$ cat src/sv/tahs_pkg.sv
// Package for the two-axis homing sequencer: phase and direction codes,
// register indexes, reset values and the structs passed between modules.
// No dependencies; every other file of the block imports it.
package tahs_pkg;

    // Widths fixed by the register map and the item fields
    localparam int unsigned LimitW    = 16;
    localparam int unsigned StepsW    = 17;
    localparam int unsigned TimeW     = 32;
    localparam int unsigned CfgIndexW = 3;
    localparam int unsigned InDataW   = 40;
    localparam int unsigned OutDataW  = 8;

    // Register reset values
    localparam logic [LimitW-1:0] YSearchLimitRst  = 16'd16000;
    localparam logic [LimitW-1:0] YBackoffLimitRst = 16'd4000;
    localparam logic [LimitW-1:0] XSearchLimitRst  = 16'd16000;
    localparam logic [LimitW-1:0] XBackoffLimitRst = 16'd4000;
    localparam logic [LimitW-1:0] DebounceMsRst    = 16'd500;

    // Configuration register indexes
    typedef enum logic [CfgIndexW-1:0] {
        REG_Y_SEARCH_LIMIT  = 3'd0,
        REG_Y_BACKOFF_LIMIT = 3'd1,
        REG_X_SEARCH_LIMIT  = 3'd2,
        REG_X_BACKOFF_LIMIT = 3'd3,
        REG_DEBOUNCE_MS     = 3'd4
    } cfg_reg_t;

    // Sequencer phases
    typedef enum logic [3:0] {
        PH_IDLE     = 4'd0,
        PH_START    = 4'd1,
        PH_Y_DOWN   = 4'd2,
        PH_Y_WAIT   = 4'd3,
        PH_Y_UP     = 4'd4,
        PH_X_LEFT   = 4'd5,
        PH_X_WAIT   = 4'd6,
        PH_X_RIGHT  = 4'd7,
        PH_COMPLETE = 4'd8,
        PH_HALT     = 4'd9
    } phase_t;

    // Step directions
    typedef enum logic [2:0] {
        DIR_NONE  = 3'd0,
        DIR_DOWN  = 3'd1,
        DIR_UP    = 3'd2,
        DIR_LEFT  = 3'd3,
        DIR_RIGHT = 3'd4
    } dir_t;

    // Item opcodes
    typedef enum logic {
        OP_SERVICE = 1'b0,
        OP_BEGIN   = 1'b1
    } op_t;

    typedef struct packed {
        logic [LimitW-1:0] y_search_limit;
        logic [LimitW-1:0] y_backoff_limit;
        logic [LimitW-1:0] x_search_limit;
        logic [LimitW-1:0] x_backoff_limit;
        logic [LimitW-1:0] debounce_ms;
    } cfg_t;

    typedef struct packed {
        op_t              op;
        logic             limit_x_pressed;
        logic             limit_y_pressed;
        logic [TimeW-1:0] now_ms;
    } item_t;

    typedef struct packed {
        logic step_limit_error;
        logic homing_idle;
        logic keep_going;
        dir_t move_dir;
    } result_t;

endpackage

$ cat src/sv/tahs_cfg.sv
// Configuration register bank of the homing sequencer.
// Depends on tahs_pkg for register indexes and reset values.
module tahs_cfg
    import tahs_pkg::*;
(
    input  logic                 clk,
    input  logic                 rst_n,
    input  logic                 cfg_we,
    input  logic [CfgIndexW-1:0] cfg_index,
    input  logic [LimitW-1:0]    cfg_data,
    output cfg_t                 cfg
);

    cfg_t cfg_reg;

    // Write the addressed register; drop writes to unused indexes
    always_ff @(posedge clk or negedge rst_n)
    begin
        if (!rst_n)
        begin
            cfg_reg.y_search_limit  <= YSearchLimitRst;
            cfg_reg.y_backoff_limit <= YBackoffLimitRst;
            cfg_reg.x_search_limit  <= XSearchLimitRst;
            cfg_reg.x_backoff_limit <= XBackoffLimitRst;
            cfg_reg.debounce_ms     <= DebounceMsRst;
        end
        else if (cfg_we)
        begin
            unique case (cfg_index)
                REG_Y_SEARCH_LIMIT:  cfg_reg.y_search_limit  <= cfg_data;
                REG_Y_BACKOFF_LIMIT: cfg_reg.y_backoff_limit <= cfg_data;
                REG_X_SEARCH_LIMIT:  cfg_reg.x_search_limit  <= cfg_data;
                REG_X_BACKOFF_LIMIT: cfg_reg.x_backoff_limit <= cfg_data;
                REG_DEBOUNCE_MS:     cfg_reg.debounce_ms     <= cfg_data;
                default: ;
            endcase
        end
    end

    assign cfg = cfg_reg;

endmodule

$ cat src/sv/tahs_in_stage.sv
// Input register of the homing sequencer: holds one accepted item.
// Depends on tahs_pkg for the item struct.
module tahs_in_stage
    import tahs_pkg::*;
(
    input  logic  clk,
    input  logic  rst_n,
    input  logic  in_valid,
    output logic  in_ready,
    input  item_t in_item,
    input  logic  take,
    output logic  item_valid,
    output item_t item
);

    logic  valid_reg;
    logic  valid_next;
    item_t item_reg;

    // Free when empty or when the held item moves on this cycle
    assign in_ready = !valid_reg || take;

    always_comb
    begin
        valid_next = valid_reg;
        if (in_ready)
        begin
            valid_next = in_valid;
        end
    end

    always_ff @(posedge clk or negedge rst_n)
    begin
        if (!rst_n)
        begin
            valid_reg <= 1'b0;
        end
        else
        begin
            valid_reg <= valid_next;
        end
    end

    // Load payload on each input transfer
    always_ff @(posedge clk)
    begin
        if (in_ready && in_valid)
        begin
            item_reg <= in_item;
        end
    end

    assign item_valid = valid_reg;
    assign item       = item_reg;

endmodule

$ cat src/sv/tahs_core.sv
// Sequencer core: phase, step count and debounce deadline, and the
// combinational step that maps one item to one result. Depends on tahs_pkg.
module tahs_core
    import tahs_pkg::*;
(
    input  logic    clk,
    input  logic    rst_n,
    input  cfg_t    cfg,
    input  logic    advance,
    input  item_t   item,
    output result_t result
);

    phase_t             phase_reg;
    phase_t             phase_next;
    logic [StepsW-1:0]  steps_reg;
    logic [StepsW-1:0]  steps_next;
    logic [TimeW-1:0]   deadline_reg;
    logic [TimeW-1:0]   deadline_next;

    phase_t             cur_phase;
    logic               seek_active;
    logic               seek_level;
    logic               seek_target;
    dir_t               seek_dir;
    phase_t             seek_done_phase;
    logic [LimitW-1:0]  seek_limit;
    logic               over_limit;
    logic               deadline_met;

    // A start phase is serviced as the first Y search step
    assign cur_phase = (phase_reg == PH_START) ? PH_Y_DOWN : phase_reg;

    // Select the switch, direction and limit of the current seek phase
    always_comb
    begin
        seek_active     = 1'b1;
        seek_level      = item.limit_y_pressed;
        seek_target     = 1'b1;
        seek_dir        = DIR_DOWN;
        seek_done_phase = PH_Y_WAIT;
        seek_limit      = cfg.y_search_limit;
        unique case (cur_phase)
            PH_Y_DOWN:
            begin
                seek_active = 1'b1;
            end
            PH_Y_UP:
            begin
                seek_target     = 1'b0;
                seek_dir        = DIR_UP;
                seek_done_phase = PH_X_LEFT;
                seek_limit      = cfg.y_backoff_limit;
            end
            PH_X_LEFT:
            begin
                seek_level      = item.limit_x_pressed;
                seek_dir        = DIR_LEFT;
                seek_done_phase = PH_X_WAIT;
                seek_limit      = cfg.x_search_limit;
            end
            PH_X_RIGHT:
            begin
                seek_level      = item.limit_x_pressed;
                seek_target     = 1'b0;
                seek_dir        = DIR_RIGHT;
                seek_done_phase = PH_COMPLETE;
                seek_limit      = cfg.x_backoff_limit;
            end
            default:
            begin
                seek_active = 1'b0;
            end
        endcase
    end

    assign over_limit   = steps_reg > {1'b0, seek_limit};
    assign deadline_met = item.now_ms >= deadline_reg;

    // Step the sequencer for one item
    always_comb
    begin
        phase_next              = phase_reg;
        steps_next              = steps_reg;
        deadline_next           = deadline_reg;
        result.move_dir         = DIR_NONE;
        result.keep_going       = 1'b1;
        result.step_limit_error = 1'b0;
        if (item.op == OP_BEGIN)
        begin
            phase_next = PH_START;
        end
        else if (seek_active)
        begin
            if (seek_level == seek_target)
            begin
                // Switch reached its target level: arm the debounce wait
                deadline_next = item.now_ms + {{(TimeW-LimitW){1'b0}}, cfg.debounce_ms};
                steps_next    = '0;
                phase_next    = seek_done_phase;
            end
            else if (over_limit)
            begin
                phase_next              = PH_HALT;
                result.keep_going       = 1'b0;
                result.step_limit_error = 1'b1;
            end
            else
            begin
                phase_next      = cur_phase;
                steps_next      = steps_reg + 1'b1;
                result.move_dir = seek_dir;
            end
        end
        else
        begin
            unique case (cur_phase)
                PH_IDLE:
                begin
                    phase_next = PH_IDLE;
                end
                PH_Y_WAIT:
                begin
                    phase_next = deadline_met ? PH_Y_UP : PH_Y_WAIT;
                end
                PH_X_WAIT:
                begin
                    phase_next = deadline_met ? PH_X_RIGHT : PH_X_WAIT;
                end
                PH_COMPLETE:
                begin
                    phase_next        = PH_IDLE;
                    result.keep_going = 1'b0;
                end
                default:
                begin
                    phase_next        = PH_HALT;
                    result.keep_going = 1'b0;
                end
            endcase
        end
        result.homing_idle = (phase_next == PH_IDLE);
    end

    // Commit state when the item moves to the result register
    always_ff @(posedge clk or negedge rst_n)
    begin
        if (!rst_n)
        begin
            phase_reg    <= PH_IDLE;
            steps_reg    <= '0;
            deadline_reg <= '0;
        end
        else if (advance)
        begin
            phase_reg    <= phase_next;
            steps_reg    <= steps_next;
            deadline_reg <= deadline_next;
        end
    end

endmodule

$ cat src/sv/tahs_out_stage.sv
// Result register of the homing sequencer, drained by the output channel.
// Depends on tahs_pkg for the result struct.
module tahs_out_stage
    import tahs_pkg::*;
(
    input  logic    clk,
    input  logic    rst_n,
    input  logic    load,
    input  result_t load_result,
    output logic    free,
    output logic    out_valid,
    input  logic    out_ready,
    output result_t out_result
);

    logic    valid_reg;
    logic    valid_next;
    result_t result_reg;

    // Room for a new result when empty or when the held one transfers now
    assign free = !valid_reg || out_ready;

    always_comb
    begin
        valid_next = valid_reg;
        if (free)
        begin
            valid_next = load;
        end
    end

    always_ff @(posedge clk or negedge rst_n)
    begin
        if (!rst_n)
        begin
            valid_reg <= 1'b0;
        end
        else
        begin
            valid_reg <= valid_next;
        end
    end

    // Hold the result until it transfers
    always_ff @(posedge clk)
    begin
        if (load)
        begin
            result_reg <= load_result;
        end
    end

    assign out_valid  = valid_reg;
    assign out_result = result_reg;

endmodule

$ cat src/sv/two_axis_homing_sequencer.sv
// Top level of the two-axis homing sequencer: stream ports, register bank,
// input register, sequencer core and result register. Depends on tahs_pkg.
//
// Usage:
//   Each item on the s_ channel is either a begin request (s_tuser = 1) or a
//   service request (s_tuser = 0) with both switch levels and the current
//   millisecond time. Every item yields exactly one result on the m_ channel:
//   the step to take, a keep-going flag, an idle flag and a step-limit flag.
//   Limits and the debounce time are written through cfg_we / cfg_index /
//   cfg_data while no item is in flight.
//   Path: m_tvalid rises once the item has passed the input register and then
//   the result register; a low m_tready can hold it in the input register.
//   Throughput: one item per cycle while m_tready is high; the core updates its
//   state as each item moves to the result register.
//   Reset: both pipeline registers empty, phase idle, step count and deadline
//   zero, registers at their reset values.
//   Stall: while m_tready is low the result holds; one more item may enter and
//   wait in the input register, after which s_tready drops.
module two_axis_homing_sequencer
    import tahs_pkg::*;
(
    input  logic                 clk,
    input  logic                 rst_n,
    // Configuration write port
    input  logic                 cfg_we,
    input  logic [CfgIndexW-1:0] cfg_index,
    input  logic [LimitW-1:0]    cfg_data,
    // Input stream
    input  logic                 s_tvalid,
    output logic                 s_tready,
    input  logic [InDataW-1:0]   s_tdata,   // [0] limit_x_pressed, [1] limit_y_pressed,
                                            // [33:2] now_ms, [39:34] zero
    input  logic                 s_tuser,   // [0] op
    // Output stream
    output logic                 m_tvalid,
    input  logic                 m_tready,
    output logic [OutDataW-1:0]  m_tdata    // [2:0] move_dir, [3] keep_going,
                                            // [4] homing_idle, [5] step_limit_error,
                                            // [7:6] zero
);

    cfg_t    cfg;
    item_t   in_item;
    item_t   item;
    logic    item_valid;
    logic    out_free;
    logic    advance;
    result_t step_result;
    result_t out_result;

    // Unpack the input transfer
    assign in_item.op              = op_t'(s_tuser);
    assign in_item.limit_x_pressed = s_tdata[0];
    assign in_item.limit_y_pressed = s_tdata[1];
    assign in_item.now_ms          = s_tdata[TimeW+1:2];

    // Move an item to the result register when both sides allow
    assign advance = item_valid && out_free;

    tahs_cfg u_cfg (
        .clk       (clk),
        .rst_n     (rst_n),
        .cfg_we    (cfg_we),
        .cfg_index (cfg_index),
        .cfg_data  (cfg_data),
        .cfg       (cfg)
    );

    tahs_in_stage u_in (
        .clk        (clk),
        .rst_n      (rst_n),
        .in_valid   (s_tvalid),
        .in_ready   (s_tready),
        .in_item    (in_item),
        .take       (advance),
        .item_valid (item_valid),
        .item       (item)
    );

    tahs_core u_core (
        .clk     (clk),
        .rst_n   (rst_n),
        .cfg     (cfg),
        .advance (advance),
        .item    (item),
        .result  (step_result)
    );

    tahs_out_stage u_out (
        .clk         (clk),
        .rst_n       (rst_n),
        .load        (advance),
        .load_result (step_result),
        .free        (out_free),
        .out_valid   (m_tvalid),
        .out_ready   (m_tready),
        .out_result  (out_result)
    );

    // Pack the result transfer
    assign m_tdata = {{(OutDataW-$bits(result_t)){1'b0}}, out_result};

endmodule

$ cat config.mk
export PLATFORM = sky130hd
export DESIGN_NAME = two_axis_homing_sequencer
export DESIGN_NICKNAME = d
export VERILOG_FILES = /design/src/sv/tahs_pkg.sv /design/src/sv/tahs_cfg.sv /design/src/sv/tahs_in_stage.sv /design/src/sv/tahs_core.sv /design/src/sv/tahs_out_stage.sv /design/src/sv/two_axis_homing_sequencer.sv
export SDC_FILE = /design/constraint.sdc
export NUM_CORES = 1
export LEC_CHECK = 0
export BUFFER_PORTS_ARGS = -buffer_cell sky130_fd_sc_hd__buf_2
export CAP_MARGIN = 20
export CORE_ASPECT_RATIO = 0.9
export CORE_MARGIN = 3
export CORE_UTILIZATION = 35
export CTS_BUF_LIST = sky130_fd_sc_hd__clkbuf_2
export CTS_CLUSTER_SIZE = 14
export DETAILED_ROUTE_END_ITERATION = 10
export GPL_ROUTABILITY_DRIVEN = 0
export SYNTH_ARGS = -nofsm -noshare
export SYNTH_HDL_FRONTEND = slang
export SYNTH_SLANG_ARGS = --single-unit
$ cat constraint.sdc
create_clock -name clk -period 9.3 [get_ports clk]
set_clock_uncertainty 0.15 [all_clocks]
set_input_delay 0.93 -clock clk [delete_from_list [all_inputs] [get_ports clk]]
set_output_delay 0.93 -clock clk [all_outputs]
set_load 0.005 [all_outputs]
==> results of run 1 <==
==> power groups by stage <==
stage | Clock, W | Sequential (W) | Combinational (W)
finish | 0.000414 | 0.00111 | 0.000870
global route | 0.000474 | 0.00113 | 0.00100
CTS | 0.000437 | 0.00111 | 0.000875
detailed placement | 0 | 0.00112 | 0.000870
global placement | 0 | 0.00112 | 0.000846
floorplan | 0 | 0.00107 | 0.000683
==> metal layers <==
layer	vias to the layer above	track usage	share of wire
met3	25	0.03184	0.040
met5	-	0	0.00097
met1	3282	0.2183	0.49
met2	119	0.2333	0.45
li1	3382	-	-
met4	4	0.03704	0.013
==> through the flow <==
step	hold WS, ps	total power (W)
floorplan	299.8	0.001752
global placement	313.0	0.001965
detailed placement	320.1	0.001995
CTS	16.70	0.002420
global route	0.8664	0.002608
finish	115.6	0.002390
==> worst min-delay path by stage <==
stage                                        startpoint                             endpoint  slack [ps]  cells past startpoint
global placement    u_core.deadline_reg[31]$_DFFE_PN0P_  u_core.deadline_reg[31]$_DFFE_PN0P_         310                      2
CTS                                         s_tdata[15]              u_in.item[13]$_DFFE_PP_          20                      1
floorplan            u_core.deadline_reg[0]$_DFFE_PN0P_   u_core.deadline_reg[0]$_DFFE_PN0P_         300                      2
global route                                s_tdata[12]              u_in.item[10]$_DFFE_PP_         0.9                      1
detailed placement  u_core.deadline_reg[10]$_DFFE_PN0P_  u_core.deadline_reg[10]$_DFFE_PN0P_         320                      2
finish                                          s_tuser              u_in.item[34]$_DFFE_PP_         120                      1
==> kinds of logic after synthesis <==
kind of cell             after synthesis
AND/OR/NAND/NOR                      222
AO/OA/AOI/OAI                        205
flip-flops                           176
multiplexers                         101
buffers and inverters                 94
adder cells (fa/ha/maj)               66
XOR/XNOR                              25
other                                  1
==> cell usage in the layout, fill, tap and decap left out, drive strengths merged, types with 18 or more instances in the layout <==
master,Yosys,final
mux2,86,86
ha,65,65
buf,6,78
inv,54,62
o21ai,45,45
edfxtp,41,41
nand2,77,77
xnor2,18,18
dfstp,30,30
dfrtp,105,105
a21oi,50,50
nor2,43,43
==> final cells by class <==
cell class                      instances  area [um^2]
Clock buffer                           17        85.08
Timing Repair Buffer                   82        466.7
Sequential cell                       176         4647
Clock inverter                         15        162.7
Multi-Input combinational cell        621         4661
Tap cell                              354        442.9
Fill cell                            2701        16430
Inverter                               54        202.7
==> summary.md, run 1 <==
| Metric | Value |
|---|---|
| Register area share after synthesis | 0.4811 |
| Row count | 57 |
| CP peak stage delay | 810 ps |
| Via/cell ratio | 5.165 |
| Max Cap Viol | 0 |
| Post-synthesis mux area share | 0.1158 |
| Worst path cell trace | nor2b_1 -> o21ai_1 -> buf_4 -> a211oi_1 -> a21oi_1 -> ha_1 -> and4b_1 -> nand3_2 -> or4_1 -> and2_1 -> a211o_4 -> or4_4 -> mux2i_1 |
| Psw | 0.0009356 W |
| Hold_buf cts | 2 |
| Antenna Nets Post-Route | 0 |
| Synth area leaders | dfrtp_1 27%, edfxtp_1 13%, mux2_2 10%, ha_1 8.4%, dfstp_2 8.2% |
| Most frequent cell after synthesis | dfrtp_1 |
| Drt drc | 0 |
| Synthesized area | 0.009659 mm^2 |
| Final WS setup | 4004 ps |
| Total GRT Usage | 0.1513 |
| Final worst path period share | 0.5695 |
| RR Endpoint | u_core.steps_reg[15]$_DFFE_PN0P_ |
| Arr. time, crit path | 5910 ps |
| Count of cell types in the netlist | 66 |
| VDD IR max | 0.09438 mV |
| Tmin final | 5296 ps |
| Placed cells | 1,283 |
| CTS buffer count | 17 |
| FF-to-FF setup slack | 4000 ps |
| Post-route cell area | 0.01067 mm^2 |
| Resized cells post-CTS | 0 |
| Outcome | complete, no violations |
| Xor/xnor share of the synthesized area | 0.02267 |
| Die Area | 0.02963 mm^2 |
| Worst-margin pin slew | 1015 ps |
| Crit path launch | u_core.phase_reg[2]$_DFFE_PN0P_ |
| Die width | 181.1 um |
| Routed WL | 21,740 um |
| Syn avg cell area | 10.85 um^2 |
| Setup crit end | u_core.steps_reg[15]$_DFFE_PN0P_ |
| Internal power | 0.001455 W |
| EDFF count, synth | 41 |
| Drt wl/cell | 16.48 um |
| Max reg flops | 80 |
| Final Non-Filler Cells | 1,319 |
| First-pass GRT wire length | 35,760 um |
| Clock buffer depth | 2 |
| Static Leak | 4.585 nW |
| Clock Tree Root | clkbuf_2 |
| Layout cells sized above 1 | 0.2508 |
| Worst setup EP type | flip-flop |
| HP Class | in -> reg |
| Post-synth top flop | dfrtp_1 |
| Vert. Die Dim | 163.6 um |
| Setup Viol. Count Final | 0 |
| Most frequent cells after synthesis | 105 x dfrtp_1, 86 x mux2_2, 77 x nand2_1 |
| Final core occ | 0.3936 |
| FMAX | 188.8 MHz |
| Post-synthesis simple-gate area fraction | 0.1148 |
| Worst rel slew slack | 0.3213 |
| Core footprint | 0.02710 mm^2 |
| CP Launch Type | flip-flop |
| Vias in the first global route | 6,627 |
| H-tree levels | 4 |
| Area delta synth->final | 10.44% |
| Complex-gate fraction of the synthesized area | 0.1408 |
| Clk sinks | 176 |
| Largest family of logic cells by synthesized area | compound AO/OA/AOI/OAI gates |
| Congestion Overflow GR | 0 |
| RSZ-0062 raised after global routing | no |
| Largest net degree at the start of global routing | 77 |
| Pwr per Cell Area | 224.1 mW/mm^2 |
| Worst setup path class | reg -> reg |
| Worst-path clk slew | 310 ps |
| CTS tree | built |
| Post-Synth Adder-Cell Area | 0.08627 |
| DRT iter0 DRCs | 459 |
| Pre-CTS WS | 4108 ps |
| Port bufs | 66 |
| Worst path depth | 13 |
| Area leader, netlist | dfrtp_1 |
| Worst r2r src | u_core.phase_reg[2]$_DFFE_PN0P_ |
| Synthesis-stage register bit count | 176 |
| Ant diodes | 0 |
| Final Slew Violations | 0 |
| Crit path max fanout | 22 |
| Worst Path Required | 9910 ps |
| Post-CTS setup buffers | 0 |
| Logic gate share of total power | 0.364 |
| Final Hold Vio Count | 0 |
| Clock Power Share | 0.173 |
| Starting density of the core | 0.3564 |
| YS warnings | 0 |
| Total number of vias | 6,812 |
| Synth Instances | 890 |
| Worst-skew pair later-pin latency | 810 ps |
| Bufs and invs on worst path | 1 |
| Crit path max-delay family | simple AND/OR/NAND/NOR gates |
| Synth top area share | 0.2720 |
| Sequential share of power | 0.463 |
| Setup Total Neg Slack | 0 ps |
| DRT Pass-1 Iters | 5 |
| Initial antenna violation count | 2 |
| Ports | 75 |
| CP max stage cell | dfrtp_1 |
| FFs w/ async S/R, synth | 0.7670 |
| Sw Ratio | 0.3914 |
| Post-DP HPWL | 15,210 um |
| Post-Place Cell Area | 0.01038 mm^2 |
| Reg2Reg Depth | 13 |
| Fin nets | 1,083 |
No activity file was read; power rests on OpenSTA's default activity.
==> run 2: changes to the inputs <==
==> constraint.sdc (replaced) <==
create_clock -name clk -period 5.3 [get_ports clk]
set_clock_uncertainty 0.15 [all_clocks]
set_input_delay 0.53 -clock clk [delete_from_list [all_inputs] [get_ports clk]]
set_output_delay 0.53 -clock clk [all_outputs]
set_load 0.005 [all_outputs]
==> summary.md, run 2 (synthesized netlist as in run 1, its figures left out) <==
| Metric | Value |
|---|---|
| Max reg flops | 80 (unchanged) |
| Fin nets | 1,140 (+5.3%) |
| Worst-path clk slew | 300 ps (about the same) |
| Reg2Reg Depth | 11 (-2) |
| CTS tree | built |
| FF-to-FF setup slack | 620 ps (-3380 ps) |
| Clock buffer depth | 2 (unchanged) |
| Worst setup EP type | flip-flop |
| Worst setup path class | reg -> reg |
| Initial antenna violation count | 1 (-1) |
| DRT iter0 DRCs | 342 (-25%) |
| Layout cells sized above 1 | 0.2427 (-0.008116) |
| Row count | 57 (unchanged) |
| Final Non-Filler Cells | 1,378 (+4.5%) |
| Worst-margin pin slew | 945.9 ps (-69.36 ps) |
| CP Launch Type | flip-flop |
| H-tree levels | 4 (unchanged) |
| Drt drc | 0 (unchanged) |
| Clock Power Share | 0.178 (+0.005) |
| Tmin final | 4678 ps (-618.4 ps) |
| Post-DP HPWL | 15,530 um (+2.1%) |
| Routed WL | 22,190 um (+2.1%) |
| Internal power | 0.002637 W (+81%) |
| CTS buffer count | 17 (unchanged) |
| Worst-skew pair later-pin latency | 800 ps (about the same) |
| Logic gate share of total power | 0.371 (+0.007) |
| Final Slew Violations | 0 (unchanged) |
| RR Endpoint | u_core.steps_reg[16]$_DFFE_PN0P_ |
| HP Class | in -> reg |
| Static Leak | 4.839 nW (+5.6%) |
| Worst r2r src | u_core.phase_reg[2]$_DFFE_PN0P_ |
| VDD IR max | 0.1667 mV (+77%) |
| Sw Ratio | 0.3827 (-0.008728) |
| Pwr per Cell Area | 380.1 mW/mm^2 (+70%) |
| DRT Pass-1 Iters | 4 (-1) |
| Core footprint | 0.02710 mm^2 (unchanged) |
| Total number of vias | 7,040 (+3.3%) |
| Worst hold stages | 5 (+4) |
| Total Power | 0.004271 W (+79%) |
| Setup Viol. Count Final | 0 (unchanged) |
| Outcome | complete, no violations |
| Clk sinks | 176 (unchanged) |
| Psw | 0.001635 W (+75%) |
| Post-CTS setup buffers | 0 (unchanged) |
| Sequential share of power | 0.451 (-0.012) |
| First-pass GRT wire length | 36,940 um (+3.3%) |
| Final worst path period share | 0.8826 (+0.3131) |
| Congestion Overflow GR | 0 (unchanged) |
| WHS Endpoint | u_cfg.cfg[1]$_DFFE_PN0P_ |
| Most frequent cells in the layout | 105 x dfrtp_1, 86 x mux2_2, 77 x nand2_1 |
| Antenna Nets Post-Route | 0 (unchanged) |
| Worst Path Required | 5880 ps (-4030 ps) |
| Die Area | 0.02963 mm^2 (unchanged) |
| Worst rel slew slack | 0.3694 (+0.04814) |
| Placed cells | 1,289 (+0.47%) |
| RSZ-0062 raised after global routing | no |
| Total GRT Usage | 0.1560 (+0.004752) |
| Setup Total Neg Slack | 0 ps (unchanged) |
| Vias in the first global route | 6,947 (+4.8%) |
| Vert. Die Dim | 163.6 um (unchanged) |
| Worst hold start | cfg_index[0] |
| Ports | 75 (unchanged) |
| Die width | 181.1 um (unchanged) |
| Final Hold Vio Count | 0 (unchanged) |
| Clock Tree Root | clkbuf_2 |
| Commonest non-fill, non-tap cell in the layout | dfrtp_1 |
| Max Cap Viol | 0 (unchanged) |
| FMAX | 213.8 MHz (+13%) |
| Drt wl/cell | 16.11 um (-2.3%) |
| Via/cell ratio | 5.109 (-1.1%) |
| Arr. time, crit path | 5260 ps (-650 ps) |
| Largest net degree at the start of global routing | 97 (+26%) |
| Crit path max fanout | 19 (-14%) |
| Port bufs | 66 (unchanged) |
| Starting density of the core | 0.3564 (unchanged) |
| Area delta synth->final | 16.33% |
| Crit path launch | u_core.phase_reg[2]$_DFFE_PN0P_ |
==> run 2: changes by cell type in the layout (fill, tap and decap cells not counted) <==
cell / delta
clkinv_8: -1
diode_2: +2
clkinvlp_4: -1
inv_4: +1
buf_4: +6
bufinv_16: +1
clkinv_2: +1
dlygate4sd3_1: +51
inv_6: -1
==> run 2: routing by layer <==
metal,up-vias,routed length (um),track usage
met5,-,0,0
li1,3503,-,-
met4,0,261,0.03773
met2,114,10010,0.2454
met3,17,680,0.02739
met1,3406,11240,0.2248
==> run 2: through the flow <==
| stage | cell area [um^2] | util | hold slack, ps | worst slack, ps |
|---|---|---|---|---|
| 2_1_floorplan | 9663 | - | 84.41 | 854.6 |
| 3_3_place_gp | 10430 | 0.3847 | 313.1 | 674.7 |
| 3_5_place_dp | 10430 | 0.3847 | 319.8 | 667.9 |
| 4_1_cts | 11230 | 0.4145 | 70.45 | 629.6 |
| 5_1_grt | 11240 | 0.4146 | 121.7 | 271.2 |
| 6_report | 11240 | 0.4146 | 160.2 | 622.5 |
==> run 2: how the worst max path moves through the flow <==
stage	endpoint	slack, ps	cells past startpoint
after detailed placement	u_core.steps_reg[16]$_DFFE_PN0P_	670	11
after CTS	u_core.steps_reg[7]$_DFFE_PN0P_	630	11
after floorplan	u_core.steps_reg[15]$_DFFE_PN0P_	850	15
after global routing	u_core.steps_reg[16]$_DFFE_PN0P_	270	13
final	u_core.steps_reg[16]$_DFFE_PN0P_	620	11
after global placement	u_core.steps_reg[15]$_DFFE_PN0P_	670	14
==> run 2: layout make-up <==
cell class	count	area, um^2
Fill cell	2651	15860
Multi-Input combinational cell	621	4661
Sequential cell	176	4647
Timing Repair Buffer	139	1022
Tap cell	354	442.9
Inverter	54	202.7
Clock inverter	15	171.4
Clock buffer	17	85.08
Antenna cell	2	5.005
==> run 2: timing repair <==
action | 4_1_cts | 5_1_grt
hold endpoints to repair | 186 | 0
hold buffers | 55 | 0
gates resized for setup | 0 | 0
==> run 2: critical path: stages, from the launching register on <==
cell and delay [ps]:
dfrtp_1 640, nand2b_1 290, nor2_1 490, a221oi_1 220, ha_1 360, and4b_1 230, nand3_2 110, or4_1 680
and2_1 300, a211o_4 450, or3_1 430, o41ai_2 280
==> run 2: power by group through the flow <==
stage | registers, W | clock network, W | logic [W]
3_3_place_gp | 0.00195 | 0 | 0.00152
5_1_grt | 0.00198 | 0.000850 | 0.00182
3_5_place_dp | 0.00196 | 0 | 0.00155
2_1_floorplan | 0.00188 | 0 | 0.00120
6_report | 0.00193 | 0.000759 | 0.00159
4_1_cts | 0.00193 | 0.000793 | 0.00160
==> run 3: changes to the inputs <==
--- a/config.mk
+++ b/config.mk
@@ -7,6 +7,8 @@
 export LEC_CHECK = 0
 export BUFFER_PORTS_ARGS = -buffer_cell sky130_fd_sc_hd__buf_2
 export CAP_MARGIN = 20
+export CELL_PAD_IN_SITES_DETAIL_PLACEMENT = 0
+export CELL_PAD_IN_SITES_GLOBAL_PLACEMENT = 2
 export CORE_ASPECT_RATIO = 0.9
 export CORE_MARGIN = 3
 export CORE_UTILIZATION = 35
@@ -14,6 +16,7 @@
 export CTS_CLUSTER_SIZE = 14
 export DETAILED_ROUTE_END_ITERATION = 10
 export GPL_ROUTABILITY_DRIVEN = 0
+export PLACE_DENSITY_LB_ADDON = 0.1
 export SYNTH_ARGS = -nofsm -noshare
 export SYNTH_HDL_FRONTEND = slang
 export SYNTH_SLANG_ARGS = --single-unit
==> constraint.sdc (replaced) <==
create_clock -name clk -period 4.1 [get_ports clk]
set_clock_uncertainty 0.15 [all_clocks]
set_input_delay 0.41 -clock clk [delete_from_list [all_inputs] [get_ports clk]]
set_output_delay 0.41 -clock clk [all_outputs]
set_load 0.005 [all_outputs]
==> summary.md, run 3 (synthesized netlist as in run 1, its figures left out) <==
| Metric | Value |
|---|---|
| Post-route cell area | 0.01164 mm^2 (+3.6%) |
| Worst-skew pair later-pin latency | 800 ps (about the same) |
| Worst rel slew slack | 0.3173 (-0.05210) |
| Largest net degree at the start of global routing | 95 (-2.1%) |
| Setup Total Neg Slack | 0 ps (unchanged) |
| DRT iter0 DRCs | 484 (+42%) |
| Starting density of the core | 0.3564 (unchanged) |
| Setup Viol. Count Final | 0 (unchanged) |
| FF-to-FF setup slack | 150 ps (-470 ps) |
| Fillers | 2,601 (-1.9%) |
| VDD IR max | 0.2712 mV (+63%) |
| Fin nets | 1,172 (+2.8%) |
| H-tree levels | 4 (unchanged) |
| Initial antenna violation count | 1 (unchanged) |
| Worst Path Required | 4670 ps (-1210 ps) |
| Core footprint | 0.02710 mm^2 (unchanged) |
| Post-DP HPWL | 17,380 um (+12%) |
| Worst r2r src | u_core.phase_reg[3]$_DFFE_PN0P_ |
| CTS tree | built |
| Worst setup path class | reg -> reg |
| Routed WL | 24,460 um (+10%) |
| Clk sinks | 176 (unchanged) |
| HP Class | in -> async |
| Row count | 57 (unchanged) |
| Placed cells | 1,309 (+1.6%) |
| Pre-CTS WS | -101.1 ps (-769.0 ps) |
| Crit path max fanout | 6 (-13) |
| CTS buffer count | 17 (unchanged) |
| Port bufs | 66 (unchanged) |
| Total number of vias | 7,148 (+1.5%) |
| Vias in the first global route | 7,342 (+5.7%) |
| Final core occ | 0.4296 (+0.01501) |
| Static Leak | 5.008 nW (+3.5%) |
| Die width | 181.1 um (unchanged) |
| Die Area | 0.02963 mm^2 (unchanged) |
| CP Launch Type | flip-flop |
| Clock Tree Root | clkbuf_2 |
| Antenna Nets Post-Route | 0 (unchanged) |
| Max Cap Viol | 0 (unchanged) |
| Via/cell ratio | 5.073 (-0.70%) |
| RSZ-0062 raised after global routing | no |
| Drt wl/cell | 17.36 um (+7.8%) |
| Final worst path period share | 0.9624 (+0.07984) |
| Arr. time, crit path | 4520 ps (-740 ps) |
| Reg2Reg Depth | 14 (+3) |
| First-pass GRT wire length | 39,260 um (+6.3%) |
| Layout cells sized above 1 | 0.2827 (+0.04007) |
| Clock buffer depth | 2 (unchanged) |
| Worst-path clk slew | 290 ps (about the same) |
| Worst setup EP type | flip-flop |
| RR Endpoint | u_core.steps_reg[15]$_DFFE_PN0P_ |
| Max reg flops | 80 (unchanged) |
| Total GRT Usage | 0.1677 (+0.01164) |
| Outcome | complete, no violations |
| DRT Pass-1 Iters | 5 (+1) |
| Most frequent cells in the layout | 102 x dfrtp_1, 86 x mux2_2, 77 x nand2_1 |
| Ports | 75 (unchanged) |
| Area delta synth->final | 20.54% |
| Worst-margin pin slew | 1023 ps (+77.05 ps) |
| Drt drc | 0 (unchanged) |
| Final Non-Filler Cells | 1,409 (+2.2%) |
| Final WS setup | 154.2 ps (-468.3 ps) |
| Commonest non-fill, non-tap cell in the layout | dfrtp_1 |
| Post-Place Cell Area | 0.01062 mm^2 (+1.9%) |
| Vert. Die Dim | 163.6 um (unchanged) |
| FMAX | 253.4 MHz (+19%) |
| Final Slew Violations | 0 (unchanged) |
| Tmin final | 3946 ps (-731.7 ps) |
| Pwr per Cell Area | 499.9 mW/mm^2 (+32%) |
| Congestion Overflow GR | 0 (unchanged) |
| Final Hold Vio Count | 0 (unchanged) |
==> run 3: cell types whose count changed in the layout (fill, tap and decap cells not counted), moves of 3 or more <==
cell	delta
a21oi_2	+3
buf_12	+3
a221oi_1	-3
a211oi_1	-5
dfrtp_1	-3
a211oi_2	+5
buf_4	+24
dfrtp_2	+3
a221oi_2	+3
clkinv_8	+4
a21oi_1	-3
dlygate4sd3_1	+4
inv_6	+4
==> run 3: power breakdown <==
part           internal (W)  leakage (nW)  switching, W  total (W)
Clock              0.000217         0.157      0.000743   0.000960
Combinational       0.00109          2.85       0.00129    0.00238
Sequential          0.00223          2.00      0.000250    0.00248
==> run 3: cell type report <==
type                    count  area (um^2)  share of cell area
inverters                  54        202.7             0.01741
well taps                 354        442.9             0.03804
clock inverters            15        183.9             0.01580
clock buffers              17        85.08            0.007307
flip-flops and latches    176         4651              0.3994
repair buffers            170         1303              0.1119
diodes                      1        2.502           0.0002149
multi-input cells         622         4773              0.4099
==> run 3: layer usage <==
layer,up-vias,global-route usage,part of all wire
met5,-,0,0
met4,0,0.04188,0.013
met3,20,0.02984,0.030
met2,117,0.2708,0.46
met1,3452,0.2349,0.50
li1,3559,-,-
==> run 3: worst max-delay path: stages, from the launching register on <==
cell	delay (ps)
dfrtp_2	510
nand2b_4	170
nor2_4	170
buf_4	150
nor2_1	40
a211oi_2	190
a21oi_2	80
ha_1	300
and4b_1	230
nand3_2	90
or4_4	550
and2_4	200
a211o_4	360
or4_4	540
mux2i_1	160
==> run 3: worst max-delay path by stage <==
| stage | cells after the start | slack (ps) | start | to |
|---|---|---|---|---|
| floorplan | 18 | 4 | u_core.phase_reg[2]$_DFFE_PN0P_ | u_core.steps_reg[15]$_DFFE_PN0P_ |
| detailed placement | 10 | -100 | u_core.phase_reg[1]$_DFFE_PN0P_ | u_core.steps_reg[16]$_DFFE_PN0P_ |
| CTS | 10 | 20 | u_core.phase_reg[1]$_DFFE_PN0P_ | u_core.steps_reg[15]$_DFFE_PN0P_ |
| global route | 13 | 20 | u_core.phase_reg[1]$_DFFE_PN0P_ | u_core.steps_reg[6]$_DFFE_PN0P_ |
| global placement | 10 | -20 | u_core.phase_reg[1]$_DFFE_PN0P_ | u_core.steps_reg[15]$_DFFE_PN0P_ |
| finish | 14 | 150 | u_core.phase_reg[3]$_DFFE_PN0P_ | u_core.steps_reg[15]$_DFFE_PN0P_ |
==> run 3: per-stage QoR <==
stage,total power (W),hold slack (ps)
floorplan,0.004024,-35.59
global placement,0.004684,312.8
detailed placement,0.004751,320.0
CTS,0.005815,35.35
global route,0.006312,21.73
finish,0.005821,87.94
==> run 3: repair_timing <==
item / 4_1_cts / 5_1_grt
resized for setup: 5 / 17
endpoints found under the hold margin: 210 / 0
cloned: 0 / 1
pin swaps: 2 / 4
buffers inserted: 1 / 6
endpoints found under the setup margin: 8 / 11
hold buffers: 59 / 0
